[src/rtl/upd_pkg.sv]
// upd_pkg: shared constants, escape phase type and hex digit helper
// for the URL percent decoder. No dependencies.
`timescale 1ns / 1ps
`default_nettype none

package upd_pkg;

	localparam logic [7:0] CH_PERCENT = 8'h25;
	localparam logic [7:0] CH_PLUS    = 8'h2B;
	localparam logic [7:0] CH_SPACE   = 8'h20;
	localparam int unsigned NIBBLE_BITS = 4;

	localparam int unsigned APB_ADDR_W = 3;
	localparam int unsigned APB_DATA_W = 32;
	localparam logic [APB_ADDR_W-1:0] REG_PLUS_AS_SPACE = 3'd0;

	// escape phase, one-hot
	typedef enum logic [2:0] {
		PH_IDLE  = 3'b001,
		PH_PCT   = 3'b010,
		PH_DIGIT = 3'b100
	} phase_t;

	// hex digit value; anything that is not a hex digit gives 0
	function automatic logic [NIBBLE_BITS-1:0] hex_value(input logic [7:0] c);
		logic [NIBBLE_BITS-1:0] v;
		begin
			v = '0;
			if (c inside {[8'h30:8'h39]}) begin
				v = c[NIBBLE_BITS-1:0];
			end else if (c inside {[8'h41:8'h46], [8'h61:8'h66]}) begin
				v = NIBBLE_BITS'(c[2:0] + 3'd1) + NIBBLE_BITS'(8);
			end
			return v;
		end
	endfunction

endpackage

`default_nettype wire

[src/rtl/url_percent_decoder_unit.sv]
// url_percent_decoder_unit: streaming URL percent decoder, one encoded byte
// per item in, decoded bytes out. Depends on upd_pkg.
//
// Path: an accepted item is held in the input register, its results go to
// the result register. Throughput: one item per cycle while out_stall is low.
// An item that yields two results (a percent sign followed by the string's
// final byte) holds the input register until both have gone out. An item
// that yields nothing frees its slot without output.
// Reset (arst_n low, asynchronous): both registers empty, escape phase idle,
// plus_as_space cleared.
`timescale 1ns / 1ps
`default_nettype none

module url_percent_decoder_unit (
	input  wire                           clk,
	input  wire                           arst_n,
	// configuration port
	input  wire                           psel,
	input  wire                           penable,
	input  wire                           pwrite,
	input  wire [upd_pkg::APB_ADDR_W-1:0] paddr,
	input  wire [upd_pkg::APB_DATA_W-1:0] pwdata,
	output logic [upd_pkg::APB_DATA_W-1:0] prdata,
	output logic                          pready,
	// encoded byte items
	input  wire                           in_valid,
	output logic                          in_stall,
	input  wire [7:0]                     in_byte,
	input  wire                           in_last,
	// decoded byte items
	output logic                          out_valid,
	input  wire                           out_stall,
	output logic [7:0]                    out_byte,
	output logic                          out_last
);
	import upd_pkg::*;

	// ---------------------------------------------------------------
	// Configuration register
	// ---------------------------------------------------------------
	logic plus_as_space_q;
	logic cfg_wr;

	assign pready = 1'b1;
	assign cfg_wr = psel && penable && pwrite && pready;

	always_ff @(posedge clk or negedge arst_n) begin
		if (!arst_n) begin
			plus_as_space_q <= 1'b0;
		end else if (cfg_wr && paddr == REG_PLUS_AS_SPACE) begin
			plus_as_space_q <= pwdata[0];
		end
	end

	always_comb begin
		prdata = '0;
		if (paddr == REG_PLUS_AS_SPACE) begin
			prdata[0] = plus_as_space_q;
		end
	end

	// ---------------------------------------------------------------
	// Input register. second_s1 marks that the first of two results
	// for this item has already gone to the output register.
	// ---------------------------------------------------------------
	logic       valid_s1;
	logic [7:0] byte_s1;
	logic       last_s1;
	logic       second_s1;

	// escape state, updated when the item in stage 1 retires
	phase_t                 phase_q;
	logic [NIBBLE_BITS-1:0] high_nibble_q;

	// result register
	logic       out_valid_q;
	logic [7:0] out_byte_q;
	logic       out_last_q;

	// ---------------------------------------------------------------
	// Decode: up to two results per item
	// ---------------------------------------------------------------
	logic [1:0]             n_res;
	logic [7:0]             r0_byte, r1_byte, plain;
	logic                   r0_last;
	phase_t                 phase_nx;
	logic [NIBBLE_BITS-1:0] nibble_nx;
	logic                   out_free, retire, emit;
	logic [NIBBLE_BITS-1:0] lo_nibble;

	always_comb begin
		plain     = (plus_as_space_q && byte_s1 == CH_PLUS) ? CH_SPACE : byte_s1;
		lo_nibble = hex_value(byte_s1);
		n_res     = 2'd0;
		r0_byte   = plain;
		r0_last   = last_s1;
		r1_byte   = plain;
		phase_nx  = PH_IDLE;
		nibble_nx = high_nibble_q;
		case (phase_q)
			PH_PCT: begin
				if (last_s1) begin
					// percent then final byte: literal percent, then plain byte
					n_res   = 2'd2;
					r0_byte = CH_PERCENT;
					r0_last = 1'b0;
				end else begin
					nibble_nx = lo_nibble;
					phase_nx  = PH_DIGIT;
				end
			end
			PH_DIGIT: begin
				n_res   = 2'd1;
				r0_byte = {high_nibble_q, lo_nibble};
			end
			default: begin
				if (byte_s1 == CH_PERCENT && !last_s1) begin
					phase_nx = PH_PCT;
				end else begin
					n_res = 2'd1;
				end
			end
		endcase
		if (last_s1) begin
			phase_nx = PH_IDLE;
		end
	end

	assign out_free = !out_valid_q || !out_stall;
	assign emit     = valid_s1 && (n_res != 2'd0) && out_free;
	assign retire   = valid_s1 &&
		((n_res == 2'd0) || (out_free && (n_res == 2'd1 || second_s1)));
	assign in_stall = valid_s1 && !retire;

	// stage 1 control and escape state
	always_ff @(posedge clk or negedge arst_n) begin
		if (!arst_n) begin
			valid_s1      <= 1'b0;
			second_s1     <= 1'b0;
			phase_q       <= PH_IDLE;
			high_nibble_q <= '0;
		end else begin
			if (retire) begin
				phase_q       <= phase_nx;
				high_nibble_q <= nibble_nx;
				second_s1     <= 1'b0;
			end else if (emit) begin
				second_s1 <= 1'b1;
			end
			if (!in_stall) begin
				valid_s1 <= in_valid;
			end
		end
	end

	// stage 1 payload
	always_ff @(posedge clk) begin
		if (in_valid && !in_stall) begin
			byte_s1 <= in_byte;
			last_s1 <= in_last;
		end
	end

	// result register
	always_ff @(posedge clk or negedge arst_n) begin
		if (!arst_n) begin
			out_valid_q <= 1'b0;
		end else if (out_free) begin
			out_valid_q <= emit;
		end
	end

	always_ff @(posedge clk) begin
		if (emit) begin
			out_byte_q <= second_s1 ? r1_byte : r0_byte;
			out_last_q <= second_s1 ? 1'b1 : r0_last;
		end
	end

	assign out_valid = out_valid_q;
	assign out_byte  = out_byte_q;
	assign out_last  = out_last_q;

endmodule

`default_nettype wire
[config.mk]
export PLATFORM = sky130hd
export DESIGN_NAME = url_percent_decoder_unit
export DESIGN_NICKNAME = d
export VERILOG_FILES = /design/src/rtl/upd_pkg.sv /design/src/rtl/url_percent_decoder_unit.sv
export SDC_FILE = /design/constraint.sdc
export NUM_CORES = 1
export LEC_CHECK = 0
export BUFFER_PORTS_ARGS = -buffer_cell sky130_fd_sc_hd__buf_2
export CAP_MARGIN = 20
export CORE_ASPECT_RATIO = 1.2
export CORE_MARGIN = 2
export CORE_UTILIZATION = 25
export CTS_BUF_LIST = sky130_fd_sc_hd__clkbuf_2 sky130_fd_sc_hd__clkbuf_4 sky130_fd_sc_hd__clkbuf_8
export DETAILED_ROUTE_END_ITERATION = 12
export GPL_TIMING_DRIVEN = 1
export HOLD_SLACK_MARGIN = 0.06
export PLACE_DENSITY = 0.58
export SLEW_MARGIN = 20
export SYNTH_ARGS = -nofsm -noshare
export SYNTH_HDL_FRONTEND = slang
export SYNTH_SLANG_ARGS = --single-unit
export TNS_END_PERCENT = 100
[constraint.sdc]
create_clock -name clk -period 2.7 [get_ports clk]
set_clock_uncertainty 0.2 [all_clocks]
set_input_delay 0 -clock clk [delete_from_list [all_inputs] [get_ports clk]]
set_output_delay 0 -clock clk [all_outputs]
set_load 0.02 [all_outputs]
# Yosys cells after proc, flatten, opt, wreduce, memory -nomap -nowiden

Cells that the tools add are included.

Bitwise operators: 1
Divide/modulo/power cells: 0
Multipliers: 0
Shift operators: 0
Reduce and logical (&&, ||, !) cells: 28
Add/subtract/negate cells: 2
Equality and inequality tests: 5
Muxes and demuxes: 16
Magnitude comparators: 6

Operators with widths:

| kind                | count |
|---|---|
| $mux 8              | 3 |
| $eq 8x6->1 const B  | 2 |
| $ge 8x7->1 const B  | 2 |
| $le 8x7->1 const B  | 2 |
| $pmux 8 s2          | 1 |
| $logic_and 1x1->1   | 14 |
| $ge 8x6->1 const B  | 1 |
| $le 8x6->1 const B  | 1 |
| $mux 4              | 2 |
| $pmux 3 s2          | 1 |
| $reduce_bool 2->1   | 3 |
| $logic_not 1->1     | 5 |
| $mux 1              | 5 |
| $add 3x1->4 const B | 1 |
| $add 4x4->4 const B | 1 |
| $mux 2              | 2 |
| $pmux 2 s2          | 1 |
| $eq 3x2->1 const B  | 1 |
| $eq 3x3->1 const B  | 1 |
| $logic_not 3->1     | 1 |
| $logic_or 1x1->1    | 3 |
| $mux 3              | 1 |
| $reduce_and 3->1    | 1 |
| $eq 2x1->1 const B  | 1 |
| other kinds (2)     | 2 |

Output and inout port bits: 44
Logic and storage cells: 68
Memories: 0
Bits in latches: 0
Register bits after elaboration: 29
Memory bits (writable): 0
Bits in read-only memories: 0

# Longest topological paths before layout

Depth in word-level cells: 13
Depth in mapped cells: 7

# Worst setup path after synthesis

Ideal clock, no wire load.

Path type: register -> register
From: register byte_s1[4]
To: register byte_s1[0] (enable)
Path buffers: 0
Clock period less this slack: 2.364 ns
Data required time: 2.125 ns
Stages on the path, launching flop included: 6
Slack: 0.336 ns
Data arrival time: 1.789 ns
Path through: edfxtp_1 > nor4b_4 > a31oi_1 > o31ai_4 > a21oi_2 > nor2b_1

Longest elaborated chain between the ends: 13
Elaborated cells on any way between the ends: 14

Ends and longest elaborated chain:

| what                   | line                            | RTL |
|---|---|---|
| start, declared        | url_percent_decoder_unit.sv:67  | `logic [7:0] byte_s1;` |
| start signal, assigned | url_percent_decoder_unit.sv:159 | `byte_s1 <= in_byte;` |
| $eq 8x6->1 *           | url_percent_decoder_unit.sv:117 | `if (byte_s1 == CH_PERCENT && !last_s1) begin` |
| $logic_and 1x1->1 *    | url_percent_decoder_unit.sv:117 |  |
| $mux 1 *               | url_percent_decoder_unit.sv:117 |  |
| $pmux 2 s2 *           | url_percent_decoder_unit.sv:100 | `case (phase_q)` |
| $eq 2x1->1             | url_percent_decoder_unit.sv:132 | `((n_res == 2'd0) \|\| (out_free && (n_res == 2'd1 \|\| second_s1)));` |
| $logic_or 1x1->1       | url_percent_decoder_unit.sv:132 |  |
| $logic_and 1x1->1      | url_percent_decoder_unit.sv:132 |  |
| $logic_or 1x1->1 *     | url_percent_decoder_unit.sv:132 |  |
| $logic_and 1x1->1 *    | url_percent_decoder_unit.sv:131 | `assign retire = valid_s1 &&` |
| $logic_not 1->1 *      | url_percent_decoder_unit.sv:133 | `assign in_stall = valid_s1 && !retire;` |
| $logic_and 1x1->1 *    | url_percent_decoder_unit.sv:133 |  |
| net in_stall           | url_percent_decoder_unit.sv:27  | `output logic in_stall,` |
| $logic_not 1->1 *      | url_percent_decoder_unit.sv:158 | `if (in_valid && !in_stall) begin` |
| $logic_and 1x1->1 *    | url_percent_decoder_unit.sv:158 |  |

Mark *: on every way through the listed nets, which the timed path passes. The rest lies on a longest branch.
A chain may end at the register's enable or synchronous reset.

# Worst setup path after layout

From: register byte_s1[0]
To: register out_byte_q[5], in the netlist out_byte[5] (enable)

Longest elaborated chain between the ends: 7

Ends and longest elaborated chain:

| what                           | line                            | RTL |
|---|---|---|
| $eq 8x6->1                     | url_percent_decoder_unit.sv:117 |  |
| $logic_and 1x1->1              | url_percent_decoder_unit.sv:117 |  |
| $mux 1                         | url_percent_decoder_unit.sv:117 |  |
| $pmux 2 s2                     | url_percent_decoder_unit.sv:100 |  |
| $reduce_bool 2->1              | url_percent_decoder_unit.sv:130 | `assign emit = valid_s1 && (n_res != 2'd0) && out_free;` |
| $logic_and 1x1->1 (2 in a row) | url_percent_decoder_unit.sv:130 |  |
| net emit                       | url_percent_decoder_unit.sv:88  | `logic out_free, retire, emit;` |
| end signal, assigned           | url_percent_decoder_unit.sv:175 | `out_byte_q <= second_s1 ? r1_byte : r0_byte;` |
| end, declared                  | url_percent_decoder_unit.sv:77  | `logic [7:0] out_byte_q;` |

The timed path passes the listed nets, and every way through them passes these cells.

==> reports/metrics.yaml <==
cts_num_sinks: 29
final_antenna_net_count: 0
die_h_um: 93.9
rsz0062_at_grt: "false"
pre_cts_ws_ns: 0.483
synth_area_leaders: "edfxtp_1 (32%), dfrtp_1 (15%), buf_4 (14%)"
root_buffer: "clkbuf_8"
dpl_cell_area_um2: 1850
grt_usage: 0.0899
busiest_layer: "met2"
rows: 32
cts_tree: "built"
start_kind: "flip-flop"
drc: 0
maxSlewViolCount: 0
synth_edf_count: 18
insertedDiodeCount: 0
mostFrequentLayoutCells: "conb_1 (32), buf_2 (31), edfxtp_1 (18)"
final_common_cell: "conb_1"
path_class: "reg2reg"
yosys.area.top_type_share: 0.321
finalSetupTns_ns: 0
use_met2: 0.141
multiInputGateArea_um2: 712
drv_cap: 0
area_delta_synth_final_pct: 24.4
die_area_um2: 7410
grt_max_degree: 11
cts_made_buffers: 5
vias_per_cell: 4.12
dpl.hpwl_um: 2450
fin_crit_sh: 0.819
path_cells: "ha_1, a31oi_1, o31ai_4, a21oi_1, buf_4"
worst_pin_slew_ns: 0.496
ys_seq_elements: 29
hold_violations: 0
yosys.area.top_type: "edfxtp_1"
slew_headroom: 0.668
portBuffers: 31
firstDrtPassIters: 4
wl_um: 3180
grt_pass1_wl_um: 5030
dieWidth_um: 78.9
pin_count: 95
grt_util_met1: 0.108
critPathSlowestCell: "edfxtp_1"
ys.flop_type: "edfxtp_1"
drt_iter0_markers: 45
path_delay_family: "compound AO/OA/AOI/OAI gates"
synth_cells: 157
total_power_w: 0.00105
path_max_fanout: 8
fin_nets: 267
cp.arrival_ns: 2.00
fmax_ghz: 0.452
yosysSeqAreaShare: 0.486
num_vias: 1231
antenna_found_initial: 0
cellPowerDensity_nw_per_um2: 503
final_area_um2: 2090
grt_overflow_total: 0
postCtsSetupRepairBufs: 0
fillCellCount: 683
seqPwrFrac: 0.507
place_congestion: 0.837
fin_crit_ns: 2.21
required_ns: 2.49
synthDistinctLibCells: 44
yosysWarnings: 0
cp-end-kind: "flip-flop"
swShare: 0.285
ir_drop_mv: 0.161
final-setup-viol-count: 0
wl_per_cell_um: 10.6
start_util: 0.259
final_layout_size_suffix_gt1_frac: 0.252
syn_avg_cell_area_um2: 10.7
coreArea_um2: 6490
insertion_delay_ns: 0.28
h-tree-depth: 2
outcome: "complete, no violations"
cts_buffer_depth: 2
clock_power_share: 0.329
clk_pin_slew_worst_paths_ns: 0.06
pwr-share-comb: 0.163
syn_area_um2: 1680
holdCritPathClass: "in2out"
use_met3: 0.0288
cell_internal_pwr_w: 0.000753
regArea_um2: 817
grt_pass1_vias: 1088
critPathBufInv: 1
cpPeakStageDelay_ns: 0.50
synthArstFlopShare: 0.379
switching_power_w: 0.000300
power_leakage_nw: 0.897
setup_slack_ns: 0.488
worst paths after layout:
path | depth (start not counted) | slack, ns | from | endpoint
worst min-delay path | 4 | 0.21 | paddr[0] | prdata[0]
worst max-delay path | 5 | 0.49 | byte_s1[0] | out_byte[5]
worst min register to register | 2 | 0.29 | high_nibble_q[3] | high_nibble_q[3]
worst max register to register | 5 | 0.49 | byte_s1[0] | out_byte[5]
max in group asynchronous | 4 | 0.87 | arst_n | out_valid
min in group asynchronous | 3 | 0.52 | arst_n | phase_q[0]
power groups by stage:
stage	Combinational (W)	Clock (W)	Sequential (W)
after CTS	0.000174	0.000356	0.000534
after global routing	0.000190	0.000379	0.000538
final	0.000172	0.000347	0.000534
after floorplan	0.000126	0	0.000554
after detailed placement	0.000152	0	0.000543
after global placement	0.000150	0	0.000543
cell type report:
cell class	count	share of cell area
Clock buffer	5	0.0329
Clock inverter	3	0.00837
Inverter	7	0.0126
Multi-Input combinational cell	119	0.340
Sequential cell	29	0.390
Tap cell	85	0.0508
Timing Repair Buffer	51	0.165
cell usage after synthesis (2+ instances only):
| library cell | count |
|---|---|
| a21oi_1 | 7 |
| a22o_1 | 2 |
| a22oi_1 | 2 |
| buf_4 | 32 |
| conb_1 | 2 |
| dfrtp_1 | 10 |
| edfxtp_1 | 18 |
| ha_1 | 3 |
| inv_1 | 7 |
| nand2_1 | 7 |
| nand3_1 | 4 |
| nand4_1 | 2 |
| nor2_1 | 11 |
| nor2b_1 | 5 |
| nor3_1 | 3 |
| o21ai_0 | 12 |
| o21bai_1 | 2 |
| o22ai_1 | 2 |
cell families (layout without fill, tap and decap cells):
logic type	Yosys count	after routing	synth area share
AND/OR/NAND/NOR	45	45	0.166
buffers and inverters	39	66	0.158
AO/OA/AOI/OAI	38	38	0.157
flip-flops	29	29	0.486
adder cells (fa/ha/maj)	3	3	0.0223
other	2	32	0.00446
multiplexers	1	1	0.00669
state kept, by name, summed over array words and instances (netlist names), 3 cells and up:
name	flops
high_nibble_q	4
phase_q	3
byte_s1	8
out_byte	8
layer usage:
metal | wire length, µm | up-vias
met5 | 0 | -
met3 | 219 | 6
met2 | 1480 | 54
li1 | - | 610
met4 | 83 | 0
met1 | 1400 | 561
repair_timing:
| action | in CTS | in global routing |
|---|---|---|
| hold buffers | 16 | 0 |
| hold endpoints to repair | 34 | 0 |
| resized for setup | 0 | 0 |
through the flow:
step	hold WS [ns]	utilization	cells
after floorplan	-0.496	-	187
after global placement	-0.303	0.285	275
after detailed placement	-0.302	0.285	275
after CTS	0.211	0.323	299
after global routing	0.216	0.323	299
final	0.211	0.323	299
worst reg2reg max path, stage by stage, from the launching register on:
cell and delay (ns):
edfxtp_1 0.50, ha_1 0.31, a31oi_1 0.29, o31ai_4 0.12
a21oi_1 0.26, buf_4 0.23
(Power assumes the default switching activity.)
